## src/mlpf_pkg.sv

```systemverilog
// Package: shared constants, register map, control types and states of the local peak finder.
`timescale 1ns / 1ps
`default_nettype none
package mlpf_pkg;

  localparam int MAX_COLS_DEF   = 32;
  localparam int VALUE_BITS_DEF = 16;

  localparam int ROW_W      = 10;
  localparam int PEAK_COL_W = 5;
  localparam int CFG_COLS_W = 6;
  localparam int APB_ADDR_W = 3;
  localparam int APB_DATA_W = 32;

  localparam logic [ROW_W-1:0]      ROWS_RESET = ROW_W'(2);
  localparam logic [CFG_COLS_W-1:0] COLS_RESET = CFG_COLS_W'(2);

  typedef enum logic {
    REG_ROW_COUNT = 1'b0,
    REG_COL_COUNT = 1'b1
  } reg_idx_t;

  typedef struct packed {
    logic [ROW_W-1:0]      row_count;
    logic [CFG_COLS_W-1:0] col_count;
  } cfg_t;

  typedef enum logic [2:0] {
    ST_IDLE,
    ST_READ,
    ST_EVAL,
    ST_PUSH,
    ST_DONE
  } state_t;

endpackage
`default_nettype wire

```

## src/mlpf_in_if.sv

```systemverilog
// Interface: element request channel carrying one matrix value.
`timescale 1ns / 1ps
`default_nettype none
interface mlpf_in_if
  import mlpf_pkg::*;
#(
  parameter int VALUE_BITS = VALUE_BITS_DEF
) ();
  logic                         valid;
  logic                         ready;
  logic signed [VALUE_BITS-1:0] value;

  modport source (output valid, output value, input ready);
  modport sink   (input valid, input value, output ready);
endinterface
`default_nettype wire

```

## src/mlpf_out_if.sv

```systemverilog
// Interface: peak result request channel.
`timescale 1ns / 1ps
`default_nettype none
interface mlpf_out_if
  import mlpf_pkg::*;
();
  logic                  valid;
  logic                  ready;
  logic [ROW_W-1:0]      peak_row;
  logic [PEAK_COL_W-1:0] peak_col;
  logic                  last;

  modport source (output valid, output peak_row, output peak_col, output last, input ready);
  modport sink   (input valid, input peak_row, input peak_col, input last, output ready);
endinterface
`default_nettype wire

```

## src/mlpf_cfg.sv

```systemverilog
// APB-style register block holding the matrix size registers.
`timescale 1ns / 1ps
`default_nettype none
module mlpf_cfg
  import mlpf_pkg::*;
(
  input  wire logic                  clk,
  input  wire logic                  rst_n,
  input  wire logic                  psel,
  input  wire logic                  penable,
  input  wire logic                  pwrite,
  input  wire logic [APB_ADDR_W-1:0] paddr,
  input  wire logic [APB_DATA_W-1:0] pwdata,
  output logic      [APB_DATA_W-1:0] prdata,
  output logic                       pready,
  output cfg_t                       cfg
);

  logic [ROW_W-1:0]      row_count_r, row_count_nxt;
  logic [CFG_COLS_W-1:0] col_count_r, col_count_nxt;
  reg_idx_t              idx;
  logic                  wr_en;

  assign idx    = reg_idx_t'(paddr[2]);
  assign wr_en  = psel && penable && pwrite;
  assign pready = 1'b1;

  always_comb begin
    row_count_nxt = row_count_r;
    col_count_nxt = col_count_r;
    prdata        = '0;
    unique case (idx)
      REG_ROW_COUNT: begin
        prdata = APB_DATA_W'(row_count_r);
        if (wr_en) row_count_nxt = pwdata[ROW_W-1:0];
      end
      REG_COL_COUNT: begin
        prdata = APB_DATA_W'(col_count_r);
        if (wr_en) col_count_nxt = pwdata[CFG_COLS_W-1:0];
      end
    endcase
  end

  always_ff @(posedge clk) begin
    if (!rst_n) begin
      row_count_r <= ROWS_RESET;
      col_count_r <= COLS_RESET;
    end else begin
      row_count_r <= row_count_nxt;
      col_count_r <= col_count_nxt;
    end
  end

  assign cfg.row_count = row_count_r;
  assign cfg.col_count = col_count_r;

endmodule
`default_nettype wire

```

## src/mlpf_ram.sv

```systemverilog
// Row ring memory: one write port, one read port with registered read data.
`timescale 1ns / 1ps
`default_nettype none
module mlpf_ram #(
  parameter int DEPTH = 96,
  parameter int WIDTH = 16
) (
  input  wire logic                     clk,
  input  wire logic                     we,
  input  wire logic [$clog2(DEPTH)-1:0] waddr,
  input  wire logic [WIDTH-1:0]         wdata,
  input  wire logic [$clog2(DEPTH)-1:0] raddr,
  output logic      [WIDTH-1:0]         rdata
);

  logic [WIDTH-1:0] mem [DEPTH];

  always_ff @(posedge clk) begin
    if (we) mem[waddr] <= wdata;
  end

  always_ff @(posedge clk) begin
    rdata <= mem[raddr];
  end

endmodule
`default_nettype wire

```

## src/matrix_local_peak_finder.sv

```systemverilog
// Top level: 4-neighbour local maximum finder over a streamed matrix.
// Acceptance: row-0 elements are taken back to back; any other element blocks the input through
// accept, 4 ring reads with registered read data, compare and hand-over, set by the single read port.
// Results leave through an output register; a held-off result stalls the hand-over.
// The last element then sweeps the final row: per column reads, compare, push per extra peak.
// Synchronous active-low reset clears position, ring slot, sequencer and sizes (2 x 2).
`timescale 1ns / 1ps
`default_nettype none
module matrix_local_peak_finder
  import mlpf_pkg::*;
#(
  parameter int MAX_COLS   = MAX_COLS_DEF,
  parameter int VALUE_BITS = VALUE_BITS_DEF
) (
  input  wire logic                  clk,
  input  wire logic                  rst_n,
  mlpf_in_if.sink                    in_s,
  mlpf_out_if.source                 out_m,
  input  wire logic                  psel,
  input  wire logic                  penable,
  input  wire logic                  pwrite,
  input  wire logic [APB_ADDR_W-1:0] paddr,
  input  wire logic [APB_DATA_W-1:0] pwdata,
  output logic      [APB_DATA_W-1:0] prdata,
  output logic                       pready
);

  localparam int DEPTH = 3 * MAX_COLS;
  localparam int AW    = $clog2(DEPTH);
  localparam int COL_W = $clog2(MAX_COLS);
  localparam int CNT_W = $clog2(MAX_COLS + 1);
  localparam int CCW   = (CNT_W > CFG_COLS_W) ? CNT_W : CFG_COLS_W;

  cfg_t cfg;

  mlpf_cfg u_cfg (
    .clk     (clk),
    .rst_n   (rst_n),
    .psel    (psel),
    .penable (penable),
    .pwrite  (pwrite),
    .paddr   (paddr),
    .pwdata  (pwdata),
    .prdata  (prdata),
    .pready  (pready),
    .cfg     (cfg)
  );

  logic                  ram_we;
  logic [AW-1:0]         ram_waddr, ram_raddr;
  logic [VALUE_BITS-1:0] ram_rdata;

  mlpf_ram #(
    .DEPTH (DEPTH),
    .WIDTH (VALUE_BITS)
  ) u_ram (
    .clk   (clk),
    .we    (ram_we),
    .waddr (ram_waddr),
    .wdata (in_s.value),
    .raddr (ram_raddr),
    .rdata (ram_rdata)
  );

  function automatic logic [AW-1:0] ring_addr(input logic [1:0] slot,
                                              input logic [COL_W-1:0] col);
    return AW'(slot) * AW'(MAX_COLS) + AW'(col);
  endfunction

  function automatic logic [1:0] slot_dec(input logic [1:0] s);
    return (s == 2'd0) ? 2'd2 : 2'(s - 2'd1);
  endfunction

  function automatic logic [1:0] slot_inc(input logic [1:0] s);
    return (s == 2'd2) ? 2'd0 : 2'(s + 2'd1);
  endfunction

  state_t state_r, state_nxt;

  logic [ROW_W-1:0]             row_cnt_r, row_cnt_nxt;
  logic [COL_W-1:0]             col_cnt_r, col_cnt_nxt;
  logic [1:0]                   base_r, base_nxt;
  logic [2:0]                   step_r, step_nxt;
  logic                         flush_r, flush_nxt;
  logic [COL_W-1:0]             k_r, k_nxt;
  logic                         hold_v_r, hold_v_nxt;
  logic                         out_valid_r, out_valid_nxt;

  logic signed [VALUE_BITS-1:0] x_r, x_nxt;
  logic [ROW_W-1:0]             r_r, r_nxt;
  logic [COL_W-1:0]             c_r, c_nxt;
  logic [1:0]                   cur_r, cur_nxt;
  logic                         end_r, end_nxt;
  logic signed [VALUE_BITS-1:0] nb_r [4];
  logic [ROW_W-1:0]             cand_row_r, cand_row_nxt;
  logic [COL_W-1:0]             cand_col_r, cand_col_nxt;
  logic [ROW_W-1:0]             hold_row_r, hold_row_nxt;
  logic [COL_W-1:0]             hold_col_r, hold_col_nxt;
  logic [ROW_W-1:0]             out_row_r, out_row_nxt;
  logic [COL_W-1:0]             out_col_r, out_col_nxt;
  logic                         out_last_r, out_last_nxt;

  // size and position of an incoming element
  logic [ROW_W-1:0] rows_eff;
  logic [CCW-1:0]   col_ext, cols_eff;
  logic             wrap, in_last_col, in_last_elem, in_fire;
  logic [ROW_W-1:0] in_r;
  logic [COL_W-1:0] in_c;
  logic [1:0]       in_cur;

  assign rows_eff = (cfg.row_count < ROW_W'(2)) ? ROW_W'(2) : cfg.row_count;
  assign col_ext  = CCW'(cfg.col_count);
  assign cols_eff = (col_ext < CCW'(2)) ? CCW'(2) :
                    ((col_ext > CCW'(MAX_COLS)) ? CCW'(MAX_COLS) : col_ext);
  assign wrap     = (row_cnt_r >= rows_eff) || (CCW'(col_cnt_r) >= cols_eff);
  assign in_r     = wrap ? '0 : row_cnt_r;
  assign in_c     = wrap ? '0 : col_cnt_r;
  assign in_cur   = wrap ? 2'd0 : base_r;
  assign in_last_col  = (CCW'(in_c) + CCW'(1)) == cols_eff;
  assign in_last_elem = in_last_col && ((11'(in_r) + 11'd1) == 11'(rows_eff));

  assign in_s.ready = (state_r == ST_IDLE);
  assign in_fire    = in_s.valid && in_s.ready;
  assign ram_we     = in_fire;
  assign ram_waddr  = ring_addr(in_cur, in_c);

  // decision window
  logic [1:0]       up, up2, ctr_slot, n_slot;
  logic [COL_W-1:0] pos, pos_w, pos_e;
  logic             n_en, w_en, e_en, s_en, ok, slot_free;
  logic [1:0]       nb_idx;
  logic signed [VALUE_BITS-1:0] v;

  assign up       = slot_dec(cur_r);
  assign up2      = slot_inc(cur_r);
  assign pos      = flush_r ? k_r : c_r;
  assign ctr_slot = flush_r ? cur_r : up;
  assign n_slot   = flush_r ? up : up2;
  assign n_en     = flush_r || (r_r >= ROW_W'(2));
  assign w_en     = pos != '0;
  assign e_en     = (CCW'(pos) + CCW'(1)) < cols_eff;
  assign s_en     = !flush_r;
  assign pos_w    = w_en ? COL_W'(pos - COL_W'(1)) : pos;
  assign pos_e    = e_en ? COL_W'(pos + COL_W'(1)) : pos;
  assign nb_idx   = 2'(step_r[1:0] - 2'd1);
  assign v        = nb_r[0];
  assign ok       = (!s_en || (v >= x_r)) && (!n_en || (v >= nb_r[1])) &&
                    (!w_en || (v >= nb_r[2])) && (!e_en || (v >= nb_r[3]));
  assign slot_free = !out_valid_r || out_m.ready;

  always_comb begin
    unique case (step_r[1:0])
      2'd0:    ram_raddr = ring_addr(ctr_slot, pos);
      2'd1:    ram_raddr = ring_addr(n_slot, pos);
      2'd2:    ram_raddr = ring_addr(ctr_slot, pos_w);
      default: ram_raddr = ring_addr(ctr_slot, pos_e);
    endcase
  end

  always_ff @(posedge clk) begin
    if (!rst_n) begin
      state_r <= ST_IDLE;
    end else begin
      state_r <= state_nxt;
    end
  end

  always_comb begin
    logic adv_go;
    adv_go        = 1'b0;
    state_nxt     = state_r;
    row_cnt_nxt   = row_cnt_r;
    col_cnt_nxt   = col_cnt_r;
    base_nxt      = base_r;
    step_nxt      = step_r;
    flush_nxt     = flush_r;
    k_nxt         = k_r;
    hold_v_nxt    = hold_v_r;
    out_valid_nxt = out_valid_r && !out_m.ready;
    x_nxt         = x_r;
    r_nxt         = r_r;
    c_nxt         = c_r;
    cur_nxt       = cur_r;
    end_nxt       = end_r;
    cand_row_nxt  = cand_row_r;
    cand_col_nxt  = cand_col_r;
    hold_row_nxt  = hold_row_r;
    hold_col_nxt  = hold_col_r;
    out_row_nxt   = out_row_r;
    out_col_nxt   = out_col_r;
    out_last_nxt  = out_last_r;

    unique case (state_r)
      ST_IDLE: begin
        if (in_fire) begin
          x_nxt     = in_s.value;
          r_nxt     = in_r;
          c_nxt     = in_c;
          cur_nxt   = in_cur;
          end_nxt   = in_last_elem;
          flush_nxt = 1'b0;
          step_nxt  = '0;
          if (in_last_elem) begin
            row_cnt_nxt = '0;
            col_cnt_nxt = '0;
            base_nxt    = 2'd0;
          end else if (in_last_col) begin
            row_cnt_nxt = ROW_W'(in_r + ROW_W'(1));
            col_cnt_nxt = '0;
            base_nxt    = slot_inc(in_cur);
          end else begin
            row_cnt_nxt = in_r;
            col_cnt_nxt = COL_W'(in_c + COL_W'(1));
            base_nxt    = in_cur;
          end
          if (in_r != '0) state_nxt = ST_READ;
        end
      end
      ST_READ: begin
        step_nxt = 3'(step_r + 3'd1);
        if (step_r == 3'd4) state_nxt = ST_EVAL;
      end
      ST_EVAL: begin
        cand_row_nxt = flush_r ? r_r : ROW_W'(r_r - ROW_W'(1));
        cand_col_nxt = pos;
        if (ok && hold_v_r) begin
          state_nxt = ST_PUSH;
        end else begin
          if (ok) begin
            hold_v_nxt   = 1'b1;
            hold_row_nxt = flush_r ? r_r : ROW_W'(r_r - ROW_W'(1));
            hold_col_nxt = pos;
          end
          adv_go = 1'b1;
        end
      end
      ST_PUSH: begin
        if (slot_free) begin
          out_valid_nxt = 1'b1;
          out_row_nxt   = hold_row_r;
          out_col_nxt   = hold_col_r;
          out_last_nxt  = 1'b0;
          hold_row_nxt  = cand_row_r;
          hold_col_nxt  = cand_col_r;
          adv_go        = 1'b1;
        end
      end
      ST_DONE: begin
        if (!hold_v_r) begin
          state_nxt = ST_IDLE;
        end else if (slot_free) begin
          out_valid_nxt = 1'b1;
          out_row_nxt   = hold_row_r;
          out_col_nxt   = hold_col_r;
          out_last_nxt  = 1'b1;
          hold_v_nxt    = 1'b0;
          state_nxt     = ST_IDLE;
        end
      end
      default: state_nxt = ST_IDLE;
    endcase

    // next decision: start or continue the final-row sweep after the last element, else finish
    if (adv_go) begin
      step_nxt = '0;
      if (!flush_r && end_r) begin
        flush_nxt = 1'b1;
        k_nxt     = '0;
        state_nxt = ST_READ;
      end else if (flush_r && e_en) begin
        k_nxt     = COL_W'(k_r + COL_W'(1));
        state_nxt = ST_READ;
      end else begin
        state_nxt = ST_DONE;
      end
    end
  end

  always_ff @(posedge clk) begin
    if (!rst_n) begin
      row_cnt_r   <= '0;
      col_cnt_r   <= '0;
      base_r      <= 2'd0;
      step_r      <= '0;
      flush_r     <= 1'b0;
      k_r         <= '0;
      hold_v_r    <= 1'b0;
      out_valid_r <= 1'b0;
      end_r       <= 1'b0;
    end else begin
      row_cnt_r   <= row_cnt_nxt;
      col_cnt_r   <= col_cnt_nxt;
      base_r      <= base_nxt;
      step_r      <= step_nxt;
      flush_r     <= flush_nxt;
      k_r         <= k_nxt;
      hold_v_r    <= hold_v_nxt;
      out_valid_r <= out_valid_nxt;
      end_r       <= end_nxt;
    end
  end

  always_ff @(posedge clk) begin
    x_r        <= x_nxt;
    r_r        <= r_nxt;
    c_r        <= c_nxt;
    cur_r      <= cur_nxt;
    cand_row_r <= cand_row_nxt;
    cand_col_r <= cand_col_nxt;
    hold_row_r <= hold_row_nxt;
    hold_col_r <= hold_col_nxt;
    out_row_r  <= out_row_nxt;
    out_col_r  <= out_col_nxt;
    out_last_r <= out_last_nxt;
    if (state_r == ST_READ && step_r != 3'd0) nb_r[nb_idx] <= $signed(ram_rdata);
  end

  assign out_m.valid    = out_valid_r;
  assign out_m.peak_row = out_row_r;
  assign out_m.peak_col = PEAK_COL_W'(out_col_r);
  assign out_m.last     = out_last_r;

endmodule
`default_nettype wire

```

## src/flat_wrapper.sv

```systemverilog
// flat-port wrapper written by rule: the top's interface ports become plain ports
module matrix_local_peak_finder_flat import mlpf_pkg::*;
#(
  parameter int MAX_COLS   = MAX_COLS_DEF,
  parameter int VALUE_BITS = VALUE_BITS_DEF
)
  (clk, rst_n, psel, penable, pwrite, paddr, pwdata, prdata, pready, in_s_valid, in_s_value, in_s_ready, out_m_valid, out_m_peak_row, out_m_peak_col, out_m_last, out_m_ready);
  mlpf_in_if #(.VALUE_BITS(VALUE_BITS)) in_s_i ();
  mlpf_out_if out_m_i ();
  input  wire logic clk;
  input  wire logic rst_n;
  input  wire logic psel;
  input  wire logic penable;
  input  wire logic pwrite;
  input  wire logic [APB_ADDR_W-1:0] paddr;
  input  wire logic [APB_DATA_W-1:0] pwdata;
  output logic      [APB_DATA_W-1:0] prdata;
  output logic pready;
  input wire logic [$bits(in_s_i.valid)-1:0] in_s_valid;
  input wire logic [$bits(in_s_i.value)-1:0] in_s_value;
  output wire logic [$bits(in_s_i.ready)-1:0] in_s_ready;
  output wire logic [$bits(out_m_i.valid)-1:0] out_m_valid;
  output wire logic [$bits(out_m_i.peak_row)-1:0] out_m_peak_row;
  output wire logic [$bits(out_m_i.peak_col)-1:0] out_m_peak_col;
  output wire logic [$bits(out_m_i.last)-1:0] out_m_last;
  input wire logic [$bits(out_m_i.ready)-1:0] out_m_ready;
  assign in_s_i.valid = in_s_valid;
  assign in_s_i.value = in_s_value;
  assign in_s_ready = in_s_i.ready;
  assign out_m_valid = out_m_i.valid;
  assign out_m_peak_row = out_m_i.peak_row;
  assign out_m_peak_col = out_m_i.peak_col;
  assign out_m_last = out_m_i.last;
  assign out_m_i.ready = out_m_ready;
  matrix_local_peak_finder #(.MAX_COLS(MAX_COLS), .VALUE_BITS(VALUE_BITS)) u_core (.clk(clk), .rst_n(rst_n), .in_s(in_s_i), .out_m(out_m_i), .psel(psel), .penable(penable), .pwrite(pwrite), .paddr(paddr), .pwdata(pwdata), .prdata(prdata), .pready(pready));
endmodule
```

## config.mk

```make
export PLATFORM = sky130hd
export DESIGN_NAME = matrix_local_peak_finder_flat
export DESIGN_NICKNAME = d
export VERILOG_FILES = /design/src/mlpf_pkg.sv /design/src/mlpf_in_if.sv /design/src/mlpf_out_if.sv /design/src/mlpf_cfg.sv /design/src/mlpf_ram.sv /design/src/matrix_local_peak_finder.sv /design/src/flat_wrapper.sv
export SDC_FILE = /design/constraint.sdc
export NUM_CORES = 2
export LEC_CHECK = 0
export BUFFER_PORTS_ARGS = -buffer_cell sky130_fd_sc_hd__buf_2
export CAP_MARGIN = 0
export CORE_ASPECT_RATIO = 0.9
export CORE_MARGIN = 2
export CORE_UTILIZATION = 50
export CTS_CLUSTER_SIZE = 24
export DETAILED_ROUTE_END_ITERATION = 8
export PLACE_DENSITY = 0.62
export RECOVER_POWER = 25
export SYNTH_ARGS = -nofsm -noshare
export SYNTH_HDL_FRONTEND = slang
export SYNTH_SLANG_ARGS = --single-unit
```

## constraint.sdc

```tcl
create_clock -name clk -period 9.2 [get_ports clk]
set_clock_uncertainty 0.1 [all_clocks]
set_input_delay 1.38 -clock clk [delete_from_list [all_inputs] [get_ports clk]]
set_output_delay 1.38 -clock clk [all_outputs]
set_load 0.01 [all_outputs]
```

# Yosys cells after proc, flatten, opt, wreduce, memory -nomap -nowiden

Memory sizes are Yosys's and may differ from the RTL's. A register that Yosys moved wholly into a read port is not among the register bits.
Index checks and enable logic that the tools add are counted.

Add/subtract/negate cells: 19
Magnitude comparators: 11
Equal/unequal tests: 23
Mux-type cells: 74
Bitwise operators: 2
Reduce and logical (&&, ||, !) cells: 47

Operators by type and width:

| cell                                                  | number |
|---|---|
| two-way mux 10 bit                                    | 10 |
| two-way mux 5 bit                                     | 13 |
| >= comparator 16 bit                                  | 4 |
| case mux 32 bit (2 select lines)                      | 1 |
| case mux 10 bit (2 select lines)                      | 2 |
| adder 7 x 5 -> 7 bit                                  | 5 |
| two-way mux 3 bit                                     | 10 |
| case mux 7 bit (3 select lines)                       | 1 |
| case mux 5 bit (2 select lines)                       | 2 |
| two-way mux 1 bit                                     | 19 |
| two-way mux 2 bit                                     | 8 |
| adder 5 x 1 -> 5 bit, second input constant           | 3 |
| case mux 3 bit (5 select lines)                       | 1 |
| adder 5 x 1 -> 6 bit, second input constant           | 2 |
| logical AND 1 bit                                     | 12 |
| two-way mux 6 bit                                     | 2 |
| AND reduction 2 bit                                   | 6 |
| adder 10 x 1 -> 11 bit, second input constant         | 1 |
| == test 11 x 10 -> 1 bit                              | 1 |
| adder 10 x 1 -> 10 bit, second input constant         | 1 |
| >= comparator 10 bit                                  | 1 |
| >= comparator 10 x 2 -> 1 bit, second input constant  | 1 |
| < comparator 10 x 2 -> 1 bit, second input constant   | 1 |
| inequality test 2 x 1 -> 1 bit, second input constant | 5 |
| other kinds (34)                                      | 64 |

Register bits: 127
Memory bits (writable): 1,600
Input port bits: 58
Logic and storage cells: 201
Memories: 2

Memories:

| memory           | depth | width | read ports | clocked after Yosys merged registers in | write ports | RTL line                       | source |
|---|---|---|---|---|---|---|---|
| u_core.u_ram.mem | 96    | 16    | 1          | 1                                       | 1           | mlpf_ram.sv:16                 | `logic [WIDTH-1:0] mem [DEPTH];` |
| u_core.nb_r      | 4     | 16    | 4          | 0                                       | 1           | matrix_local_peak_finder.sv:94 | `logic signed [VALUE_BITS-1:0] nb_r [4];` |

# Longest topological paths before layout

Depth in word-level cells: 12
Gate-level depth with buffers: 25
Depth with buffers taken out: 21

# Modules after synthesis

A second synthesis with hierarchy kept.

Cells, all modules: 3,651
Area, all modules: 70,141.0 µm²

Modules (own cells, without submodules):

| module                   | instances | cells an instance | area each (µm²) | seq. area each (µm²) |
|---|---|---|---|---|
| mlpf_ram                 | 1         | 2,614             | 59,250.6        | 46,444.5 |
| matrix_local_peak_finder | 1         | 937               | 9,978.3         | 4,934.7 |
| mlpf_cfg                 | 1         | 100               | 912.1           | 320.3 |

# Worst setup path after synthesis

Ideal clock, no wire load.

Path kind: register to register
Start: register u_core.u_cfg.col_count_r[2]
End: memory u_core.u_ram.mem[67][0], enable pin
Arrival: 4.885 ns
Data required time: 8.670 ns
Slack: 3.784 ns
Cell stages (with the launch flop): 14
Cell sequence: dfxtp_1 > or4_1 > and3_1 > ha_1 > nand2b_1 > a21o_1 > a21oi_1 > o311a_1 > clkbuf_1 > o21a_1 > clkbuf_1 > clkbuf_1 > nand4_1 > nor4_1

Longest elaborated chain between the ends: 7
Elaborated cells on any way between the ends: 9
Classes of those cells: 1 x add/sub; 3 x order compare; 4 x mux; 1 x reduce/logical

RTL lines:

| element                                                | RTL line                                                         | source |
|---|---|---|
| start: declaration                                     | mlpf_cfg.sv:20                                                   | `logic [CFG_COLS_W-1:0] col_count_r, col_count_nxt;` |
| start signal: assignment                               | mlpf_cfg.sv:50                                                   | `col_count_r <= col_count_nxt;` |
| greater-than comparator 6 bit                          | matrix_local_peak_finder.sv:114                                  | `((col_ext > CCW'(MAX_COLS)) ? CCW'(MAX_COLS) : col_ext);` |
| two-way mux 6 bit                                      | matrix_local_peak_finder.sv:114                                  |  |
| two-way mux 6 bit *                                    | matrix_local_peak_finder.sv:113                                  | `assign cols_eff = (col_ext < CCW'(2)) ? CCW'(2) :` |
| >= comparator 5 x 6 -> 1 bit *                         | matrix_local_peak_finder.sv:115                                  | `assign wrap = (row_cnt_r >= rows_eff) \|\| (CCW'(col_cnt_r) >= cols_eff);` |
| logical OR 1 bit *                                     | matrix_local_peak_finder.sv:115                                  |  |
| two-way mux 5 bit or two-way mux 2 bit (tied branches) | matrix_local_peak_finder.sv:117, matrix_local_peak_finder.sv:118 |  |
| adder 7 x 5 -> 7 bit *                                 | matrix_local_peak_finder.sv:67                                   | `return AW'(slot) * AW'(MAX_COLS) + AW'(col);` |
| end: declaration                                       | mlpf_ram.sv:16                                                   |  |

Every way passes the cells marked *; elsewhere a longest branch is shown, timed or not.

# Worst setup path after layout

Start: register u_core.flush_r
End: register u_core.u_ram.rdata[1], read port of u_core.u_ram.mem

Longest elaborated chain between the ends: 6
Elaborated cells on any way between the ends: 15
Classes of those cells: 7 x add/sub; 1 x order compare; 6 x mux; 1 x reduce/logical

RTL lines:

| element                           | RTL line                        | source |
|---|---|---|
| start: declaration                | matrix_local_peak_finder.sv:84  | `logic flush_r, flush_nxt;` |
| start signal: assignment          | matrix_local_peak_finder.sv:295 | `flush_r <= flush_nxt;` |
| two-way mux 5 bit *               | matrix_local_peak_finder.sv:136 | `assign pos = flush_r ? k_r : c_r;` |
| named net u_core.pos[2]           | matrix_local_peak_finder.sv:129 | `logic [COL_W-1:0] pos, pos_w, pos_e;` |
| adder 5 x 1 -> 6 bit              | matrix_local_peak_finder.sv:141 | `assign e_en = (CCW'(pos) + CCW'(1)) < cols_eff;` |
| < comparator 6 bit                | matrix_local_peak_finder.sv:141 |  |
| two-way mux 5 bit                 | matrix_local_peak_finder.sv:144 | `assign pos_e = e_en ? COL_W'(pos + COL_W'(1)) : pos;` |
| adder 7 x 5 -> 7 bit              | matrix_local_peak_finder.sv:67  |  |
| case mux 7 bit (3 select lines) * | matrix_local_peak_finder.sv:152 | `unique case (step_r[1:0])` |
| end: declaration                  | mlpf_ram.sv:13                  | `output logic [WIDTH-1:0] rdata` |

The timed path passes the listed nets; every way through them passes the cells marked *.
A chain may end at the register's enable or synchronous reset.

==> impl_metrics.tcl <==
set metrics [dict create \
    status "complete, but fails checks" \
    violations "capacitance limit, slew limit" \
    ys_seq_area_share_pct 71.2 \
    cts_tree "built" \
    end_kind "register" \
    hold_class "reg2reg" \
    cap_violations 25 \
    worstMarginPinSlew_ns 5.24 \
    grt_pass1_vias 41100 \
    cts_root_buffer "clkbuf_16" \
    multiInputGateArea_um2 19100 \
    die_area_um2 148000 \
    io_buffer_count 61 \
    leakage_nw 28.4 \
    p_sw_share_pct 23.0 \
    slew_viol_final 1268 \
    fill_cells 11600 \
    area_growth_pct 11.4 \
    postPlaceCellArea_um2 75300 \
    grt-ovfl-total 0 \
    cp_max_fo 30 \
    finalNetCount 5586 \
    synth_seq_cells 1743 \
    cp.required_ns 9.77 \
    peakVddDrop_v 0.000223 \
    gr-usage-all-layers_pct 25.3 \
    ctsResizeCount 0 \
    die_h_um 365 \
    ant_nets 0 \
    async_reset_ff_share_pct 0 \
    htree_levels 4 \
    core_area_um2 144000 \
    syn_inst 5316 \
    clk_pin_slew_ns 0.06 \
    final_layout_size_suffix_gt1_share_pct 9.65 \
    power.share.sequential_pct 52.0 \
    critical_path_class "reg2reg" \
    post_cts_buffers 0 \
    cts_buffers 177 \
    synthesis.area_um2 72600 \
    via_per_inst 5.86 \
    max_clock_freq_mhz 132 \
    first_pass_iters 6 \
    synth_enable_flop_cells 1679 \
    diodes 0 \
    grt_pass1_wl_um 276000 \
    pwr-share-comb_pct 6.8 \
    ff_latch_area_um2 51700 \
    p_clk_share_pct 41.2 \
    synth_cell_types 89 \
    p_switching_w 0.00392 \
    ctsHoldBuffers 0 \
    arrival_ns 8.16 \
    wl_per_cell_um 25.1 \
    hold_viol_final 0 \
    dp.final_hpwl_um 111000 \
    clockBufferDepth 3 \
    setup-tns-final_ns 0 \
    relSlewSlack_pct -249 \
    setup_violations 0 \
    p_per_area_nw_per_um2 210 \
    final_cell_mix "1,679 x edfxtp_1, 1,074 x nand2_1, 678 x nand3_1" \
    routed_wl_um 189000 \
    final_common_cell "edfxtp_1" \
    period_share_pct 82.5 \
    ios 109 \
    die_w_um 406 \
    grt_antenna_before_repair 5 \
    clock_latency_ns 0.82 \
    grt_setup_unrepaired "no" \
    avgSynthCellArea_um2 13.7 \
    first_iter_violations 5494 \
    synth_flop_cell "edfxtp_1" \
    design_area_um2 80900 \
    cp-start-kind "register" \
    finalWeightedCongestion 0.856 \
    grt_max_degree 177 \
    p_int_w 0.0131 \
    cts_sinks 1743 \
    num_rows 132 \
    vias 44100 \
    fin_crit_ns 7.59 \
    yosys_warnings 0 \
    drc 0 \
    start_util_pct 50.4 \
]
[flip-flops by register name (all words and copies together) (netlist names), 6 cells and up]
register,count
u_core.row_cnt_r,10
u_core.u_cfg.col_count_r,6
u_core.u_ram.mem,1536
u_core.out_m.peak_row,10
u_core.u_cfg.row_count_r,10
u_core.cand_row_r,10
u_core.r_r,10
u_core.x_r,16
u_core.hold_row_r,10
u_core.u_ram.rdata,16
u_core.nb_r,64
[path summary, 6_finish.rpt]
check / from / to / slack (ns) / cells after the start
worst min register to register: u_core.hold_col_r[2] / u_core.out_m.peak_col[2] / 0.32 / 0
worst max-delay path: u_core.flush_r / u_core.u_ram.rdata[1] / 1.61 / 16
worst max register to register: u_core.flush_r / u_core.u_ram.rdata[1] / 1.61 / 16
worst min-delay path: u_core.hold_col_r[2] / u_core.out_m.peak_col[2] / 0.32 / 0
[critical path, cell delays in order, from the launching register on]
cell and delay [ns]:
dfxtp_1 0.42, clkbuf_1 1.06, mux2i_1 0.69, inv_2 0.16
nand3_2 0.15, nor3_1 0.07, ha_1 0.34, a21oi_1 0.16
o21ai_1 0.20, a21oi_2 0.52, o211ai_1 0.41, a211oi_1 1.00
nand2_1 0.81, o22ai_1 0.67, nor4_1 0.20, o21ai_1 0.36
nor3_1 0.11
[Yosys cell counts, types with 6 or more instances]
cell       instances  share of area, %
edfxtp_1        1679                69
xor2_1            12              0.14
a32oi_1           17              0.21
o211ai_1          10              0.10
o31ai_1            7             0.072
a211oi_1           8             0.083
a22o_1             7             0.084
o21ai_1           19              0.13
mux2i_1          432               6.0
nor3_1            52              0.36
nor4_1            17              0.15
o32ai_1           16              0.19
clkbuf_1         141              0.73
a31oi_1           26              0.22
a2111oi_0         16              0.19
ha_1             101               1.7
nor2_1           178              0.92
buf_1             12             0.062
mux4_2            15              0.47
nand3_1          678               4.7
o21a_1            12              0.12
buf_2             97              0.67
nand4_1           23              0.20
a41oi_1           17              0.21
a21o_1            24              0.25
and2_1            19              0.16
or3_1              6             0.052
dfxtp_1           64               1.8
a311oi_1          17              0.21
nand2_1         1074               5.6
inv_1             90              0.47
inv_2              6             0.031
buf_6             18              0.28
buf_4             50              0.52
mux2_2            13              0.20
a21oi_1           74              0.51
o22ai_1           47              0.41
nor4_2             6              0.10
nor2b_1           18              0.16
nand2b_1          12              0.10
and3_1            37              0.32
xnor2_1           22              0.27
o21ai_0           32              0.22
[metrics by stage]
step | worst slack, ns | util, % | total power, W | cells | hold slack (ns)
4_1_cts | 2.60 | 56.2 | 0.0171 | 7517 | 0.319
2_1_floorplan | 3.78 | - | 0.00965 | 5337 | 0.300
3_3_place_gp | 2.67 | 52.3 | 0.0101 | 7191 | 0.303
3_5_place_dp | 2.61 | 52.3 | 0.0102 | 7191 | 0.305
6_report | 1.61 | 56.1 | 0.0170 | 7517 | 0.318
5_1_grt | 1.35 | 56.1 | 0.0175 | 7517 | 0.323
[cell families after synthesis]
logic type	count (synthesis)	synth area share, %
other	2	0.0103
and+or+nand+nor	2150	13.1
AOI/OAI and AO/OA	406	3.98
xor gates and xnor gates	35	0.433
adders and majority gates	101	1.74
buffers and inverters	415	2.76
muxes	464	6.71
DFF	1743	71.2
[routing by layer]
| metal | vias to the layer above | track usage (%) | wire length, um |
|---|---|---|---|
| met2 | 1730 | 38.1 | 84800 |
| met4 | 4 | 7.08 | 4480 |
| li1 | 19900 | - | - |
| met3 | 241 | 4.55 | 15600 |
| met1 | 22200 | 37.9 | 84100 |
| met5 | - | 0 | 24 |
[power groups by stage]
| stage | Combinational (W) | Clock [W] | Sequential (W) |
|---|---|---|---|
| after floorplan | 0.000704 | 0 | 0.00895 |
| after global placement | 0.00114 | 0 | 0.00899 |
| final | 0.00116 | 0.00701 | 0.00884 |
| after CTS | 0.00116 | 0.00711 | 0.00883 |
| after global routing | 0.00124 | 0.00743 | 0.00884 |
| after detailed placement | 0.00116 | 0 | 0.00899 |
[final cells by class]
| type | count | area share, % |
|---|---|---|
| multi-input cells | 3179 | 23.6 |
| well taps | 1943 | 3.01 |
| inverters | 97 | 0.450 |
| repair buffers | 229 | 2.04 |
| clock buffers | 216 | 5.80 |
| flip-flops and latches | 1743 | 63.9 |
| clock inverters | 110 | 1.18 |
Power figures use the tool's default switching activity.
